`config.mk`:
```
export PLATFORM = sky130hd
export DESIGN_NAME = radio_frame_receive_checker_top
export DESIGN_NICKNAME = d
export VERILOG_FILES = /design/src/sv/rfrc_pkg.sv /design/src/sv/radio_frame_receive_checker_top.sv /design/src/sv/rfrc_regs.sv /design/src/sv/rfrc_core.sv
export SDC_FILE = /design/constraint.sdc
export NUM_CORES = 1
export LEC_CHECK = 0
export BUFFER_PORTS_ARGS = -buffer_cell sky130_fd_sc_hd__buf_2
export CORE_MARGIN = 2
export CORE_UTILIZATION = 53
export CTS_CLUSTER_DIAMETER = 150
export DETAILED_ROUTE_END_ITERATION = 7
export PLACE_DENSITY = 0.74
export SLEW_MARGIN = 25
export SYNTH_ARGS = -nofsm -noshare
export SYNTH_HDL_FRONTEND = slang
export SYNTH_SLANG_ARGS = --single-unit
```
`constraint.sdc`:
```
create_clock -name clk -period 5.47 [get_ports clk]
set_input_delay 1.094 -clock clk [delete_from_list [all_inputs] [get_ports clk]]
set_output_delay 1.094 -clock clk [all_outputs]
set_load 0.02 [all_outputs]
```
`src/sv/rfrc_pkg.sv`:
```
// Types, constants and helpers shared by the radio frame receive checker.
`timescale 1ns / 1ps
`default_nettype none
package rfrc_pkg;

	localparam logic [7:0] HeaderBytes = 8'd4;
	localparam logic [7:0] FirstDataPos = 8'd5;

	localparam logic [2:0] STAT_GOOD      = 3'd0;
	localparam logic [2:0] STAT_BAD_ADDR  = 3'd1;
	localparam logic [2:0] STAT_UNDERSIZE = 3'd2;
	localparam logic [2:0] STAT_BAD_LEN   = 3'd3;
	localparam logic [2:0] STAT_BAD_CSUM  = 3'd4;

	localparam logic [1:0] REG_NODE_ADDR  = 2'd0;
	localparam logic [1:0] REG_BCAST_ADDR = 2'd1;
	localparam logic [1:0] REG_MAX_LEN    = 2'd2;
	localparam logic [1:0] REG_DATA_LEN   = 2'd3;

	localparam logic [7:0] RST_NODE_ADDR  = 8'd0;
	localparam logic [7:0] RST_BCAST_ADDR = 8'd255;
	localparam logic [7:0] RST_MAX_LEN    = 8'd61;
	localparam logic [7:0] RST_DATA_LEN   = 8'd11;

	typedef struct packed {
		logic [7:0] rx_byte;
		logic       frame_start;
	} rfrc_in_t;

	typedef struct packed {
		logic [7:0] data_byte;
		logic       data_valid;
		logic [7:0] data_index;
		logic       frame_end;
		logic [2:0] status;
		logic [7:0] sender_id;
		logic [7:0] message_id;
		logic [7:0] control_byte;
	} rfrc_out_t;

	typedef struct packed {
		logic [7:0] node_address;
		logic [7:0] broadcast_address;
		logic [7:0] max_payload_len;
		logic [7:0] expected_data_len;
	} rfrc_cfg_t;

	// end-of-frame verdict: data length first, then checksum
	function automatic logic [2:0] verdict(
		input logic [7:0] frame_len,
		input logic [7:0] exp_len,
		input logic [7:0] xor_sum,
		input logic [7:0] csum
	);
		logic [7:0] dlen;
		dlen = frame_len - HeaderBytes;
		if (dlen != exp_len) begin
			return STAT_BAD_LEN;
		end else if (xor_sum != csum) begin
			return STAT_BAD_CSUM;
		end
		return STAT_GOOD;
	endfunction

endpackage
`default_nettype wire

```
`src/sv/radio_frame_receive_checker_top.sv`:
```
// Top level of the radio frame receive checker.
// Usage:
//   byte channel (byte_valid/byte_ready/byte_data) takes one received byte per
//   transaction; frame_start marks the length byte that opens a frame.
//   res channel (res_valid/res_ready/res_data) returns exactly one result per
//   byte: data bytes with their index, and the verdict with frame_end.
//   APB port sets node and broadcast address, length clamp, expected data len.
// Path: an accepted byte lands in the input register; its parse result then
//   lands in the result register, which drives res_valid and res_data.
//   Throughput: one byte per cycle while res_ready holds; parse is combinational.
// Reset clears the frame state (idle, discarding until a frame start), the
//   pipeline valids and loads the register defaults.
// When the receiver stalls the result register holds; one more byte waits in
//   the input register, then byte_ready drops until res_ready returns.
`timescale 1ns / 1ps
`default_nettype none
module radio_frame_receive_checker_top (
	input  wire logic              clk,
	input  wire logic              arst_n,
	input  wire logic              byte_valid,
	output logic                   byte_ready,
	input  wire rfrc_pkg::rfrc_in_t byte_data,
	output logic                   res_valid,
	input  wire logic              res_ready,
	output rfrc_pkg::rfrc_out_t    res_data,
	input  wire logic              psel,
	input  wire logic              penable,
	input  wire logic              pwrite,
	input  wire logic [3:0]        paddr,
	input  wire logic [31:0]       pwdata,
	output logic [31:0]            prdata,
	output logic                   pready
);

	rfrc_pkg::rfrc_cfg_t cfg;
	rfrc_pkg::rfrc_in_t  item_s1;
	rfrc_pkg::rfrc_out_t result_s2;
	rfrc_pkg::rfrc_out_t result;
	logic                valid_s1, valid_s2;
	logic                adv_s2, adv_s1;

	rfrc_regs u_regs (
		.clk     (clk),
		.arst_n  (arst_n),
		.psel    (psel),
		.penable (penable),
		.pwrite  (pwrite),
		.paddr   (paddr),
		.pwdata  (pwdata),
		.prdata  (prdata),
		.pready  (pready),
		.cfg     (cfg)
	);

	assign adv_s2     = !valid_s2 || res_ready;
	assign adv_s1     = valid_s1 && adv_s2;
	assign byte_ready = !valid_s1 || adv_s2;

	rfrc_core u_core (
		.clk    (clk),
		.arst_n (arst_n),
		.cfg    (cfg),
		.item   (item_s1),
		.step   (adv_s1),
		.result (result)
	);

	always_ff @(posedge clk or negedge arst_n) begin
		if (!arst_n) begin
			valid_s1 <= 1'b0;
			valid_s2 <= 1'b0;
		end else begin
			if (byte_ready) begin
				valid_s1 <= byte_valid;
			end
			if (adv_s2) begin
				valid_s2 <= valid_s1;
			end
		end
	end

	always_ff @(posedge clk) begin
		if (byte_ready && byte_valid) begin
			item_s1 <= byte_data;
		end
		if (adv_s1) begin
			result_s2 <= result;
		end
	end

	assign res_valid = valid_s2;
	assign res_data  = result_s2;

endmodule
`default_nettype wire

```
`src/sv/rfrc_regs.sv`:
```
// APB configuration registers of the frame checker.
`timescale 1ns / 1ps
`default_nettype none
module rfrc_regs (
	input  wire logic              clk,
	input  wire logic              arst_n,
	input  wire logic              psel,
	input  wire logic              penable,
	input  wire logic              pwrite,
	input  wire logic [3:0]        paddr,
	input  wire logic [31:0]       pwdata,
	output logic [31:0]            prdata,
	output logic                   pready,
	output rfrc_pkg::rfrc_cfg_t    cfg
);

	rfrc_pkg::rfrc_cfg_t cfg_q;
	logic                wr_en;
	logic [1:0]          reg_idx;
	logic [7:0]          rd_byte;

	assign pready  = 1'b1;
	assign wr_en   = psel & penable & pwrite;
	assign reg_idx = paddr[3:2];
	assign cfg     = cfg_q;

	always_ff @(posedge clk or negedge arst_n) begin
		if (!arst_n) begin
			cfg_q.node_address      <= rfrc_pkg::RST_NODE_ADDR;
			cfg_q.broadcast_address <= rfrc_pkg::RST_BCAST_ADDR;
			cfg_q.max_payload_len   <= rfrc_pkg::RST_MAX_LEN;
			cfg_q.expected_data_len <= rfrc_pkg::RST_DATA_LEN;
		end else if (wr_en) begin
			unique case (reg_idx)
				rfrc_pkg::REG_NODE_ADDR:  cfg_q.node_address      <= pwdata[7:0];
				rfrc_pkg::REG_BCAST_ADDR: cfg_q.broadcast_address <= pwdata[7:0];
				rfrc_pkg::REG_MAX_LEN:    cfg_q.max_payload_len   <= pwdata[7:0];
				rfrc_pkg::REG_DATA_LEN:   cfg_q.expected_data_len <= pwdata[7:0];
				default:                  cfg_q.node_address      <= cfg_q.node_address;
			endcase
		end
	end

	always_comb begin
		unique case (reg_idx)
			rfrc_pkg::REG_NODE_ADDR:  rd_byte = cfg_q.node_address;
			rfrc_pkg::REG_BCAST_ADDR: rd_byte = cfg_q.broadcast_address;
			rfrc_pkg::REG_MAX_LEN:    rd_byte = cfg_q.max_payload_len;
			rfrc_pkg::REG_DATA_LEN:   rd_byte = cfg_q.expected_data_len;
			default:                  rd_byte = 8'd0;
		endcase
	end

	assign prdata = {24'd0, rd_byte};

endmodule
`default_nettype wire

```
`src/sv/rfrc_core.sv`:
```
// Frame state and per-byte parse logic: header capture, filter, XOR check.
`timescale 1ns / 1ps
`default_nettype none
module rfrc_core (
	input  wire logic              clk,
	input  wire logic              arst_n,
	input  wire rfrc_pkg::rfrc_cfg_t cfg,
	input  wire rfrc_pkg::rfrc_in_t  item,
	input  wire logic              step,
	output rfrc_pkg::rfrc_out_t    result
);

	logic [7:0] byte_pos_q, frame_len_q, xor_sum_q, csum_q;
	logic [7:0] sender_q, msgid_q, control_q;
	logic       in_frame_q;

	logic [7:0] byte_pos_d, frame_len_d, xor_sum_d, csum_d;
	logic [7:0] sender_d, msgid_d, control_d;
	logic       in_frame_d;

	logic [7:0] pos, idx, dlen, b;
	logic       last_data;

	assign b    = item.rx_byte;
	assign pos  = byte_pos_q + 8'd1;
	assign idx  = pos - rfrc_pkg::FirstDataPos;
	assign dlen = frame_len_q - rfrc_pkg::HeaderBytes;
	assign last_data = ({1'b0, idx} + 9'd1) >= {1'b0, dlen};

	always_comb begin
		byte_pos_d  = byte_pos_q;
		frame_len_d = frame_len_q;
		in_frame_d  = in_frame_q;
		xor_sum_d   = xor_sum_q;
		csum_d      = csum_q;
		sender_d    = sender_q;
		msgid_d     = msgid_q;
		control_d   = control_q;
		result      = '0;

		if (item.frame_start) begin
			frame_len_d = (b > cfg.max_payload_len) ? cfg.max_payload_len : b;
			in_frame_d  = 1'b1;
			byte_pos_d  = 8'd0;
			xor_sum_d   = 8'd0;
			csum_d      = 8'd0;
			sender_d    = 8'd0;
			msgid_d     = 8'd0;
			control_d   = 8'd0;
		end else if (in_frame_q) begin
			byte_pos_d = pos;
			unique case (pos)
				8'd1: begin
					if (b != cfg.node_address && b != cfg.broadcast_address) begin
						result.frame_end = 1'b1;
						result.status    = rfrc_pkg::STAT_BAD_ADDR;
						in_frame_d       = 1'b0;
					end else if (frame_len_q < rfrc_pkg::HeaderBytes) begin
						result.frame_end = 1'b1;
						result.status    = rfrc_pkg::STAT_UNDERSIZE;
						in_frame_d       = 1'b0;
					end
				end
				8'd2: sender_d = b;
				8'd3: msgid_d  = b;
				rfrc_pkg::HeaderBytes: begin
					control_d = b;
					if (frame_len_q == rfrc_pkg::HeaderBytes) begin
						result.frame_end = 1'b1;
						result.status    = rfrc_pkg::verdict(frame_len_q,
							cfg.expected_data_len, xor_sum_q, csum_q);
						in_frame_d       = 1'b0;
					end
				end
				default: begin
					result.data_byte  = b;
					result.data_valid = 1'b1;
					result.data_index = idx;
					if (!last_data) begin
						xor_sum_d = xor_sum_q ^ b;
					end else begin
						csum_d           = b;
						result.frame_end = 1'b1;
						result.status    = rfrc_pkg::verdict(frame_len_q,
							cfg.expected_data_len, xor_sum_q, b);
						in_frame_d       = 1'b0;
					end
				end
			endcase
		end

		result.sender_id    = sender_d;
		result.message_id   = msgid_d;
		result.control_byte = control_d;
	end

	always_ff @(posedge clk or negedge arst_n) begin
		if (!arst_n) begin
			byte_pos_q  <= 8'd0;
			frame_len_q <= 8'd0;
			in_frame_q  <= 1'b0;
			xor_sum_q   <= 8'd0;
			csum_q      <= 8'd0;
			sender_q    <= 8'd0;
			msgid_q     <= 8'd0;
			control_q   <= 8'd0;
		end else if (step) begin
			byte_pos_q  <= byte_pos_d;
			frame_len_q <= frame_len_d;
			in_frame_q  <= in_frame_d;
			xor_sum_q   <= xor_sum_d;
			csum_q      <= csum_d;
			sender_q    <= sender_d;
			msgid_q     <= msgid_d;
			control_q   <= control_d;
		end
	end

endmodule
`default_nettype wire

```
Yosys cells after proc, flatten, opt, wreduce, memory -nomap -nowiden
Cells that the tools add are included.
{"block": "word_totals", "regBits": 145, "in_bits": 52, "word_cells": 124}
{"block": "classes", "n_addsub": 4, "magnitude_cmp": 3, "eq_ne": 15, "mux": 52, "bitwise_logic": 4, "reduce_logical": 22}
{"operator": "$mux W8", "n": 20}
{"operator": "$ne A8 B8 Y1", "n": 5}
{"operator": "$pmux W8 S4", "n": 1}
{"operator": "$mux W1", "n": 18}
{"operator": "$mux W3", "n": 6}
{"operator": "$eq A8 B2 Y1 const B", "n": 2}
{"operator": "$eq A8 B3 Y1 const B", "n": 2}
{"operator": "$mux W4", "n": 4}
{"operator": "$sub A8 B3 Y8 const B", "n": 2}
{"operator": "$pmux W4 S3", "n": 1}
{"operator": "$reduce_and A2 Y1", "n": 6}
{"operator": "$add A8 B1 Y9 const B", "n": 1}
{"operator": "$ge A9 B8 Y1", "n": 1}
{"operator": "$mux W9", "n": 1}
{"operator": "$add A8 B1 Y8 const B", "n": 1}
{"operator": "$eq A8 B1 Y1 const B", "n": 1}
{"operator": "$gt A8 B8 Y1", "n": 1}
{"operator": "$lt A8 B3 Y1 const B", "n": 1}
{"operator": "$reduce_and A4 Y1", "n": 2}
{"operator": "$xor A8 B8 Y8", "n": 1}
{"operator": "$reduce_or A6 Y1", "n": 1}
{"operator": "$eq A2 B2 Y1 const B", "n": 2}
{"operator": "$reduce_bool A2 Y1", "n": 2}
{"operator": "$reduce_or A2 Y1", "n": 2}
{"operator": "11 further kinds", "n": 16}

Longest topological paths before layout
Gate-level depths: netlist of the first run.
{"block": "logic_depth", "ltp_word": 11, "mapped_depth": 18}

By module
A second synthesis of the first run with hierarchy kept.
{"block": "hier_totals", "hier_cells": 770, "area_unflattened_um2": 8334.2}
{"module": "rfrc_core", "instances": 1, "cells_per_inst": 601, "area_each_um2": 4963.5, "seq_area_each_um2": 1426.4}
{"module": "radio_frame_receive_checker_top", "instances": 1, "cells_per_inst": 62, "area_each_um2": 1725.4, "seq_area_each_um2": 1671.6}
{"module": "rfrc_regs", "instances": 1, "cells_per_inst": 107, "area_each_um2": 1645.3, "seq_area_each_um2": 820.8}

Worst setup path before layout of the first run
No wires, ideal clock.
{"block": "synth_timing", "path_type": "flip-flop to flip-flop", "startpoint": "register u_core.byte_pos_q[0]", "endpoint": "register u_core.xor_sum_q[0]", "setup_time_ns": 0.126, "arrival_ns": 3.676, "t_required_ns": 5.344, "slack_ns": 1.668, "stages_incl_launch_ff": 18, "path_buffers": 2, "period_less_slack_ns": 3.802, "path_cell_list": "dfrtp_1 > buf_4 > inv_1 > ha_1 > a21boi_0 > o31ai_1 > or3_1 > and2_1 > o2111ai_1 > xor2_1 > ha_1 > a211oi_1 > a21oi_1 > a211o_1 > a211oi_2 > buf_4 > a21oi_1 > a221o_1"}
{"block": "synth_between", "elab_chain_len": 6}
{"element": "start, declared", "line_no": "rfrc_core.sv:13", "source": "logic [7:0] byte_pos_q, frame_len_q, xor_sum_q, csum_q;"}
{"element": "start signal, assigned", "line_no": "rfrc_core.sv:108", "source": "byte_pos_q <= byte_pos_d;"}
{"element": "$add A8 B1 Y8 *", "line_no": "rfrc_core.sv:25", "source": "assign pos = byte_pos_q + 8'd1;"}
{"element": "$sub A8 B3 Y8", "line_no": "rfrc_core.sv:26", "source": "assign idx = pos - rfrc_pkg::FirstDataPos;"}
{"element": "$add A8 B1 Y9", "line_no": "rfrc_core.sv:28", "source": "assign last_data = ({1'b0, idx} + 9'd1) >= {1'b0, dlen};"}
{"element": "$ge A9 B8 Y1", "line_no": "rfrc_core.sv:28"}
{"element": "$ne A2 B2 Y1 (no source line)"}
{"element": "$reduce_and A4 Y1 (no source line) *"}
{"element": "end signal, assigned", "line_no": "rfrc_core.sv:111", "source": "xor_sum_q <= xor_sum_d;"}
{"element": "end, declared", "line_no": "rfrc_core.sv:13"}
Mark *: on every way between the ends. The rest lies on a longest branch, timed or not.
A chain may end at the register's enable or synchronous reset.

Final worst setup path of the first run
{"block": "layout_timing", "startpoint": "register u_core.byte_pos_q[0]", "endpoint": "register u_core.xor_sum_q[2]"}
The elaborated chain is that of the path after synthesis.

==> results.sh, run 1 <==
export IMPL_yosysUniqueCellTypes=72
export IMPL_fin_crit_sh=0.857
export IMPL_period_needed_ns=4.69
export IMPL_core_um2=15300
export IMPL_grt_pass1_wl_mm=30.9
export IMPL_p_leak_nw=4.00
export IMPL_place_ws_ns=0.908
export IMPL_startpoint_type="register"
export IMPL_start_util=0.543
export IMPL_cts_setup_buffers=0
export IMPL_gp_congestion=0.893
export IMPL_async_reset_ff_frac=0.628
export IMPL_fin_worst_skew_ns=0.00803
export IMPL_ir_drop_v=0.000308
export IMPL_fin_cells=1052
export IMPL_port_buffers=80
export IMPL_synth_edf_count=54
export IMPL_r2r_start="u_core.byte_pos_q[0]"
export IMPL_seq_area_frac_synth=0.473
export IMPL_min_path_type="reg2reg"
export IMPL_vias=6182
export IMPL_fill_cells=1230
export IMPL_grt_overflow_total=0
export IMPL_worstHoldStart="u_core.control_q[4]"
export IMPL_cts_clk_slew_worst_paths_ns=0.06
export IMPL_grt_start_max_net_pins=69
export IMPL_post_synth_top_area_cell="dfrtp_1"
export IMPL_cts_root_buffer="clkbuf_16"
export IMPL_cts_resized_gates=0
export IMPL_slew_violations=0
export IMPL_cp_max_fo=20
export IMPL_die_y_um=129
export IMPL_place_inst=1020
export IMPL_reg2reg_to="u_core.xor_sum_q[2]"
export IMPL_whs_ns=0.484
export IMPL_outcome="complete, no violations"
export IMPL_whs_path_depth=2
export IMPL_hpwl_mm=13.0
export IMPL_synth_area_um2=8280
export IMPL_drt_iter0_drc=598
export IMPL_slew_headroom=0.420
export IMPL_routedWlPerCell_um=18.2
export IMPL_cts_buffers_inserted=17
export IMPL_critical_path_class="reg2reg"
export IMPL_ff2ff_path_depth=14
export IMPL_worstPathRequired_ns=5.77
export IMPL_pwr_density_cell_nw_per_um2=452
export IMPL_cp_end_kind="register"
export IMPL_cts_tree="built"
export IMPL_cap_violations=0
export IMPL_ys_top_cells_by_area="dfrtp_1 (23%), edfxtp_1 (20%), dfstp_2 (5.1%)"
export IMPL_clk_latency_ns=0.43
export IMPL_ant_nets=0
export IMPL_antenna_found_initial=0
export IMPL_cp_arrival_ns=4.99
export IMPL_rows=45
export IMPL_min_to="u_core.control_q[4]"
export IMPL_clkSinkCount=145
export IMPL_die_area_um2=16600
export IMPL_yosysMostFrequentCell="dfrtp_1"
export IMPL_rsz0062_at_grt="no"
export IMPL_synthFlopType="dfrtp_1"
export IMPL_wl_mm=19.1
export IMPL_worstMarginPinSlew_ns=0.870
export IMPL_route_detailed_drc=0
export IMPL_postSynthCellCount=773
export IMPL_die_w_um=129
export IMPL_clock_path_buffers=2
export IMPL_ios=132
export IMPL_regToRegSetupSlack_ns=0.78
export IMPL_synth_top_area_share=0.227
export IMPL_fin_ws_ns=0.784
export IMPL_grt_pass1_vias=5899
export IMPL_hold_viol=0
export IMPL_first_pass_iters=6
export IMPL_holdBufCountCts=0
export IMPL_cts_htree_levels=4
export IMPL_track_usage=0.239
export IMPL_antennaDiodeCount=0
export IMPL_synth_commonest_cells="dfrtp_1 (75), nand2_1 (59), edfxtp_1 (54)"
export IMPL_synth_warnings=0
export IMPL_fmaxAchievable_mhz=213
export IMPL_syn_to_final_growth_pct=11.6
export IMPL_setup_viol=0
export IMPL_synth_seq_cells=145
export IMPL_nets=903
export IMPL_critPathLaunch="u_core.byte_pos_q[0]"
export IMPL_drive_gt1_frac=0.227
export IMPL_synth_avg_cell_area_um2=10.7
export IMPL_setup_tns_ns=0
export IMPL_viasPerCell=5.88
[sequential cells by signal, indices dropped and copies added (netlist names), 8 cells and up]
name                flops
u_core.sender_q         8
item_s1                 9
u_regs.cfg             32
u_core.control_q        8
u_core.msgid_q          8
u_core.frame_len_q      8
res_data               45
u_core.csum_q           8
u_core.byte_pos_q       8
u_core.xor_sum_q        8
[metrics by stage]
stage / utilization / instance area (µm²) / power (mW)
floorplan: - / 8370 / 2.69
CTS: 0.606 / 9250 / 4.18
global route: 0.606 / 9250 / 4.41
finish: 0.606 / 9250 / 4.18
global placement: 0.567 / 8660 / 2.95
detailed placement: 0.568 / 8660 / 3.03
[worst max-delay path by stage]
stage                          endpoint  slack, ns
global placement    u_core.xor_sum_q[3]       0.97
CTS                 u_core.xor_sum_q[2]       0.87
floorplan           u_core.xor_sum_q[0]       1.67
detailed placement  u_core.xor_sum_q[6]       0.91
finish              u_core.xor_sum_q[2]       0.78
global route        u_core.xor_sum_q[5]       0.47
[layout by cell type, fill, tap and decap left out, types with 17 or more instances in the layout]
master and count:
o21ai_0 37, inv_1 20, xor2_1 24, nand2_1 59
xnor2_1 33, a22oi_1 19, dfrtp_1 75, clkbuf_16 17
nor2_1 50, o21ai_1 18, edfxtp_1 54, ha_1 23
nand3_1 17, a21oi_1 25, mux2_2 25, buf_2 79
mux2i_1 30, conb_1 25
[critical path, stage by stage, from the launching register on]
cell and delay, ns:
dfrtp_1 0.61, ha_1 0.67, nand3_1 0.28, xor2_1 0.43, xnor2_1 0.26, o2111ai_1 0.23, xor2_1 0.22, ha_1 0.33
a211oi_1 0.28, a21oi_1 0.10, a211o_1 0.35, a211oi_2 0.17, buf_4 0.22, a21oi_1 0.08, a221o_1 0.30
[layer usage]
layer,wire length (µm),GRT usage,part of all wire,up-vias
met5,0,0,0,-
met4,255,0.0671,0.013,0
met3,1080,0.0399,0.057,24
met2,9200,0.392,0.48,237
met1,8580,0.331,0.45,3073
li1,-,-,-,2848
[cell families (layout without fill, tap and decap cells)]
| group | after synthesis | count (layout) | synth area share |
|---|---|---|---|
| compound gates | 168 | 168 | 0.142 |
| mux | 63 | 63 | 0.0920 |
| simple gates | 221 | 221 | 0.135 |
| xor+xnor | 58 | 58 | 0.0622 |
| fa+ha+maj | 23 | 23 | 0.0347 |
| buf+inv | 93 | 138 | 0.0597 |
| other cells | 2 | 25 | 0.000907 |
| flops | 145 | 145 | 0.473 |
[power breakdown]
group	internal, mW	switching [mW]
clock	0.676	0.472
combinational	0.586	0.753
sequential	1.41	0.279
total	2.68	1.50
[layout make-up]
class | instances | area [µm²] | area share
Sequential cell | 145 | 3920 | 0.424
Inverter | 21 | 80.1 | 0.00866
Tap cell | 211 | 264 | 0.0286
Clock inverter | 14 | 154 | 0.0166
Timing Repair Buffer | 85 | 440 | 0.0476
Clock buffer | 18 | 429 | 0.0464
Multi-Input combinational cell | 558 | 3960 | 0.428
(Power assumes the default switching activity.)
==> run 2: changes to the inputs <==
--- a/config.mk
+++ b/config.mk
@@ -5,12 +5,16 @@
 export SDC_FILE = /design/constraint.sdc
 export NUM_CORES = 1
 export LEC_CHECK = 0
+export ABC_AREA = 1
 export BUFFER_PORTS_ARGS = -buffer_cell sky130_fd_sc_hd__buf_2
+export CAP_MARGIN = 20
+export CELL_PAD_IN_SITES_DETAIL_PLACEMENT = 1
+export CELL_PAD_IN_SITES_GLOBAL_PLACEMENT = 1
 export CORE_MARGIN = 2
-export CORE_UTILIZATION = 53
+export CORE_UTILIZATION = 43
 export CTS_CLUSTER_DIAMETER = 150
 export DETAILED_ROUTE_END_ITERATION = 7
-export PLACE_DENSITY = 0.74
+export PLACE_DENSITY = 0.8
 export SLEW_MARGIN = 25
 export SYNTH_ARGS = -nofsm -noshare
 export SYNTH_HDL_FRONTEND = slang
==> results.sh, run 2 <==
export IMPL_cp_arrival_ns=4.38
export IMPL_worstPathRequired_ns=5.78
export IMPL_grt_pass1_wl_mm=35.3
export IMPL_ff2ff_path_depth=17
export IMPL_synthFlopType="dfrtp_1"
export IMPL_reg2reg_to="u_core.csum_q[1]"
export IMPL_start_util=0.442
export IMPL_fin_cells=1232
export IMPL_synth_edf_count=54
export IMPL_final_area_um2=9110
export IMPL_fin_worst_skew_ns=0.0102
export IMPL_cp_top_family="simple AND/OR/NAND/NOR gates"
export IMPL_ir_drop_v=0.000271
export IMPL_cts_htree_levels=4
export IMPL_synth_top_area_share=0.235
export IMPL_die_y_um=140
export IMPL_grt_pass1_vias=6632
export IMPL_cts_setup_buffers=0
export IMPL_grt_start_max_net_pins=58
export IMPL_synth_seq_cells=145
export IMPL_post_synth_top_area_cell="dfrtp_1"
export IMPL_drive_gt1_frac=0.209
export IMPL_clock_path_buffers=2
export IMPL_rows=49
export IMPL_worstHoldStart="u_core.sender_q[2]"
export IMPL_pwr_density_cell_nw_per_um2=482
export IMPL_period_needed_ns=4.08
export IMPL_layout_commonest_cell="nand2_1"
export IMPL_setup_tns_ns=0
export IMPL_seq_area_frac_synth=0.490
export IMPL_grt_overflow_total=0
export IMPL_ant_nets=0
export IMPL_synth_warnings=0
export IMPL_viasPerCell=5.26
export IMPL_core_um2=18100
export IMPL_synth_area_um2=8000
export IMPL_clkSinkCount=145
export IMPL_die_w_um=140
export IMPL_yosysMostFrequentCell="nand2_1"
export IMPL_slew_violations=0
export IMPL_antennaDiodeCount=0
export IMPL_critPathMaxStageDelay_ns=0.69
export IMPL_regToRegSetupSlack_ns=1.39
export IMPL_critical_path_class="reg2reg"
export IMPL_mostFrequentLayoutCells="nand2_1 (201), inv_1 (102), buf_2 (79)"
export IMPL_route_detailed_drc=0
export IMPL_largest_reg_flops=45
export IMPL_synth_commonest_cells="nand2_1 (201), inv_1 (102), dfrtp_1 (75)"
export IMPL_fin_crit_sh=0.745
export IMPL_min_to="u_core.sender_q[2]"
export IMPL_critPathLaunch="u_core.byte_pos_q[0]"
export IMPL_ios=132
export IMPL_cts_resized_gates=0
export IMPL_yosysUniqueCellTypes=48
export IMPL_startpoint_type="register"
export IMPL_placed_area_um2=8510
export IMPL_clk_latency_ns=0.43
export IMPL_cp_buffers_inverters=2
export IMPL_gp_congestion=0.877
export IMPL_cts_clk_slew_worst_paths_ns=0.06
export IMPL_cap_violations=0
export IMPL_path_common_cell="nand2_1"
export IMPL_ys_top_cells_by_area="dfrtp_1 (23%), edfxtp_1 (20%), nand2_1 (9.4%)"
export IMPL_track_usage=0.231
export IMPL_p_leak_nw=4.33
export IMPL_setup_viol=0
export IMPL_worstMarginPinSlew_ns=0.855
export IMPL_antenna_found_initial=0
export IMPL_slew_headroom=0.430
export IMPL_min_path_type="reg2reg"
export IMPL_wl_mm=22.0
export IMPL_whs_path_depth=2
export IMPL_cts_tree="built"
export IMPL_outcome="complete, no violations"
export IMPL_rsz0062_at_grt="no"
export IMPL_syn_to_final_growth_pct=13.9
export IMPL_postSynthCellCount=911
export IMPL_drt_iter0_drc=348
export IMPL_slowest_stage="a21oi_1"
export IMPL_die_area_um2=19700
export IMPL_fmaxAchievable_mhz=245
export IMPL_r2r_start="u_core.byte_pos_q[0]"
export IMPL_cp_end_kind="register"
export IMPL_crit_path_cell_trace="ha_1, inv_1, nand2_2, nand2_4, nand2_1, nand2_2, nor3_1, inv_1, nor2_1, nand2_1, nor3b_1, xor2_1, ha_1, a21oi_1, nand3_2, nand4_1, nand2_1"
export IMPL_nets=1065
export IMPL_async_reset_ff_frac=0.628
export IMPL_cp_max_fo=10
export IMPL_cts_buffers_inserted=17
export IMPL_hold_viol=0
export IMPL_routedWlPerCell_um=17.9
export IMPL_first_pass_iters=5
export IMPL_vias=6479
export IMPL_place_inst=1200
export IMPL_synth_avg_cell_area_um2=8.78
export IMPL_port_buffers=80
export IMPL_hpwl_mm=15.6
export IMPL_cts_root_buffer="clkbuf_16"
export IMPL_holdBufCountCts=0
run 2: how the worst max path moves through the flow:
stage	slack, ns	endpoint	cells past startpoint
finish	1.39	u_core.csum_q[1]	17
global route	1.02	u_core.xor_sum_q[2]	17
CTS	1.37	u_core.xor_sum_q[2]	17
detailed placement	1.45	u_core.csum_q[6]	17
global placement	1.56	res_data[27]	17
floorplan	2.01	res_data[0]	6
run 2: final cells by class:
type | instances | area, µm²
sequential | 145 | 3920
multi-input combinational | 626 | 3450
inverter | 116 | 435
clock buffer | 21 | 460
timing repair buffer | 84 | 433
tap | 229 | 287
fill | 2174 | 8970
clock inverter | 11 | 130
run 2: layer usage:
metal | global-route usage | vias to the layer above | part of all wire
met2 | 0.396 | 158 | 0.50
li1 | - | 3097 | -
met3 | 0.0414 | 31 | 0.039
met1 | 0.298 | 3193 | 0.44
met4 | 0.0712 | 0 | 0.016
met5 | 0 | - | 0
run 2: power breakdown:
group | switching (mW) | internal [mW] | leakage [nW]
registers | 0.207 | 1.42 | 1.70
clock network | 0.466 | 0.699 | 0.288
logic | 1.05 | 0.547 | 2.35
run 2: kinds of logic (layout without fill, tap and decap cells):
family	after synthesis	in the layout	share of synthesized area
buffers and inverters	163	232	0.0921
adders and majority gates	23	23	0.0360
AOI/OAI and AO/OA	133	133	0.0970
xor gates and xnor gates	39	39	0.0427
and+or+nand+nor	406	406	0.241
other	2	25	0.000939
DFF	145	145	0.490
run 2: stage by stage:
step                      hold slack (ns)  power (mW)  setup WS (ns)  utilization
after floorplan                     0.446        2.78           2.01            -
after global placement              0.458        3.13           1.56        0.471
after detailed placement            0.476        3.22           1.45        0.471
after CTS                           0.491        4.41           1.37        0.503
after global routing                0.504        4.67           1.02        0.504
final                               0.485        4.39           1.39        0.504
run 2: tightest hold or removal path, stage by stage (launching register included):
cell     delay [ns]
dfrtp_1        0.34
nand2_1        0.05
o21ai_0        0.06
==> run 3: changes to the inputs <==
==> constraint.sdc (replaced) <==
create_clock -name clk -period 3.75 [get_ports clk]
set_input_delay 0.75 -clock clk [delete_from_list [all_inputs] [get_ports clk]]
set_output_delay 0.75 -clock clk [all_outputs]
set_load 0.02 [all_outputs]
==> results.sh, run 3 (synthesized netlist as in run 2, its figures left out) <==
export IMPL_outcome="complete, no violations"
export IMPL_drive_gt1_frac=0.215
export IMPL_place_ws_ns=0.234
export IMPL_vias=6594
export IMPL_cts_tree="built"
export IMPL_min_path_type="in2async"
export IMPL_intPower_mw=3.94
export IMPL_fin_ws_ns=0.279
export IMPL_fin_cells=1239
export IMPL_gp_congestion=0.840
export IMPL_p_sw_mw=2.57
export IMPL_cts_root_buffer="clkbuf_16"
export IMPL_period_needed_ns=3.47
export IMPL_setup_tns_ns=0
export IMPL_setup_viol=0
export IMPL_clk_latency_ns=0.43
export IMPL_cts_buffers_inserted=17
export IMPL_cap_violations=0
export IMPL_clock_path_buffers=2
export IMPL_ant_nets=0
export IMPL_pwr_density_cell_nw_per_um2=709
export IMPL_nets=1071
export IMPL_hpwl_mm=15.6
export IMPL_cp_end_kind="register"
export IMPL_cts_clk_slew_worst_paths_ns=0.06
export IMPL_cp_arrival_ns=3.84
export IMPL_place_inst=1206
export IMPL_cp_max_fo=10
export IMPL_final_core_util=0.507
export IMPL_syn_to_final_growth_pct=14.7
export IMPL_clkSinkCount=145
export IMPL_placed_area_um2=8570
export IMPL_die_w_um=140
export IMPL_p_seq_frac=0.364
export IMPL_hold_viol=0
export IMPL_fin_crit_sh=0.926
export IMPL_port_buffers=80
export IMPL_wl_mm=22.6
export IMPL_worstMarginPinSlew_ns=0.663
export IMPL_track_usage=0.238
export IMPL_clkPwrFrac=0.267
export IMPL_swShare=0.394
export IMPL_rsz0062_at_grt="no"
export IMPL_fmaxAchievable_mhz=288
export IMPL_grt_pass1_wl_mm=36.4
export IMPL_holdBufCountCts=0
export IMPL_layout_commonest_cell="nand2_1"
export IMPL_grt_pass1_vias=6908
export IMPL_grt_overflow_total=0
export IMPL_mostFrequentLayoutCells="nand2_1 (201), inv_1 (102), buf_2 (79)"
export IMPL_fin_worst_skew_ns=0.00604
export IMPL_fill_cells=2135
export IMPL_start_util=0.442
export IMPL_antenna_found_initial=1
export IMPL_cts_htree_levels=4
export IMPL_die_area_um2=19700
export IMPL_core_um2=18100
export IMPL_rows=49
export IMPL_ios=132
export IMPL_drt_iter0_drc=388
export IMPL_die_y_um=140
export IMPL_routedWlPerCell_um=18.3
export IMPL_grt_start_max_net_pins=49
export IMPL_worstPathRequired_ns=4.11
export IMPL_p_comb_frac=0.369
export IMPL_startpoint_type="register"
export IMPL_largest_reg_flops=45
export IMPL_final_area_um2=9170
export IMPL_p_leak_nw=4.35
export IMPL_ir_drop_v=0.000379
export IMPL_slew_headroom=0.557
export IMPL_first_pass_iters=5
export IMPL_critical_path_class="reg2reg"
export IMPL_slew_violations=0
export IMPL_viasPerCell=5.32
export IMPL_route_detailed_drc=0
[run 3: power groups by stage]
stage / Clock (mW) / Sequential, mW / Combinational, mW
final: 1.74 / 2.37 / 2.40
after global routing: 1.83 / 2.41 / 2.68
after CTS: 1.76 / 2.37 / 2.40
after detailed placement: 0 / 2.39 / 2.34
after global placement: 0 / 2.37 / 2.23
after floorplan: 0 / 2.43 / 1.63
[run 3: cell type report]
class	count	area, µm²	area share
flip-flops and latches	145	3920	0.427
multi-input cells	626	3440	0.375
repair buffers	90	490	0.0535
inverters	116	435	0.0475
clock buffers	19	433	0.0472
well taps	229	287	0.0312
clock inverters	13	161	0.0176
diodes	1	2.50	0.000273
[run 3: path summary, 6_finish.rpt]
path | end | from | cells past startpoint | slack [ns]
hold reg to reg | u_core.sender_q[4] | u_core.sender_q[4] | 2 | 0.49
min in group clk | u_core.sender_q[4] | u_core.sender_q[4] | 2 | 0.49
setup / recovery | u_core.xor_sum_q[3] | u_core.byte_pos_q[0] | 21 | 0.28
setup reg to reg | u_core.xor_sum_q[3] | u_core.byte_pos_q[0] | 21 | 0.28
hold / removal | u_regs.cfg[25] | arst_n | 1 | 0.34
max in group asynchronous | u_regs.cfg[10] | arst_n | 2 | 2.69
[run 3: timing repair]
action / 4_1_cts / 5_1_grt
setup buffers: 0 / 0
endpoints found under the setup margin: 0 / 21
resized for setup: 0 / 3
[run 3: per-stage QoR]
stage	power (mW)	hold WS, ns
5_1_grt	6.92	0.375
3_5_place_dp	4.72	0.475
2_1_floorplan	4.06	0.446
6_report	6.51	0.338
3_3_place_gp	4.60	0.459
4_1_cts	6.53	0.348
[run 3: critical path: stages, from the launching register on]
cell and delay (ns):
dfrtp_2 0.50, inv_2 0.13, ha_1 0.36, inv_1 0.11, nand2_1 0.10, inv_1 0.12, nor2_4 0.06, nor2_4 0.14
nand3_1 0.14, nand2_2 0.15, nand2_2 0.10, xnor2_1 0.14, inv_1 0.06, ha_1 0.29, a21oi_1 0.15, nand2_1 0.08
a21oi_1 0.13, buf_4 0.21, nand2_8 0.09, nand2_4 0.11, nand4_1 0.11, nand2_1 0.13
[run 3: metal layers]
| metal | GRT usage | wire length [µm] | up-vias | share of wire |
|---|---|---|---|---|
| li1 | - | - | 3113 | - |
| met4 | 0.102 | 665 | 0 | 0.029 |
| met3 | 0.0465 | 1020 | 51 | 0.045 |
| met2 | 0.396 | 11100 | 185 | 0.49 |
| met5 | 0 | 0 | - | 0 |
| met1 | 0.303 | 9800 | 3245 | 0.43 |
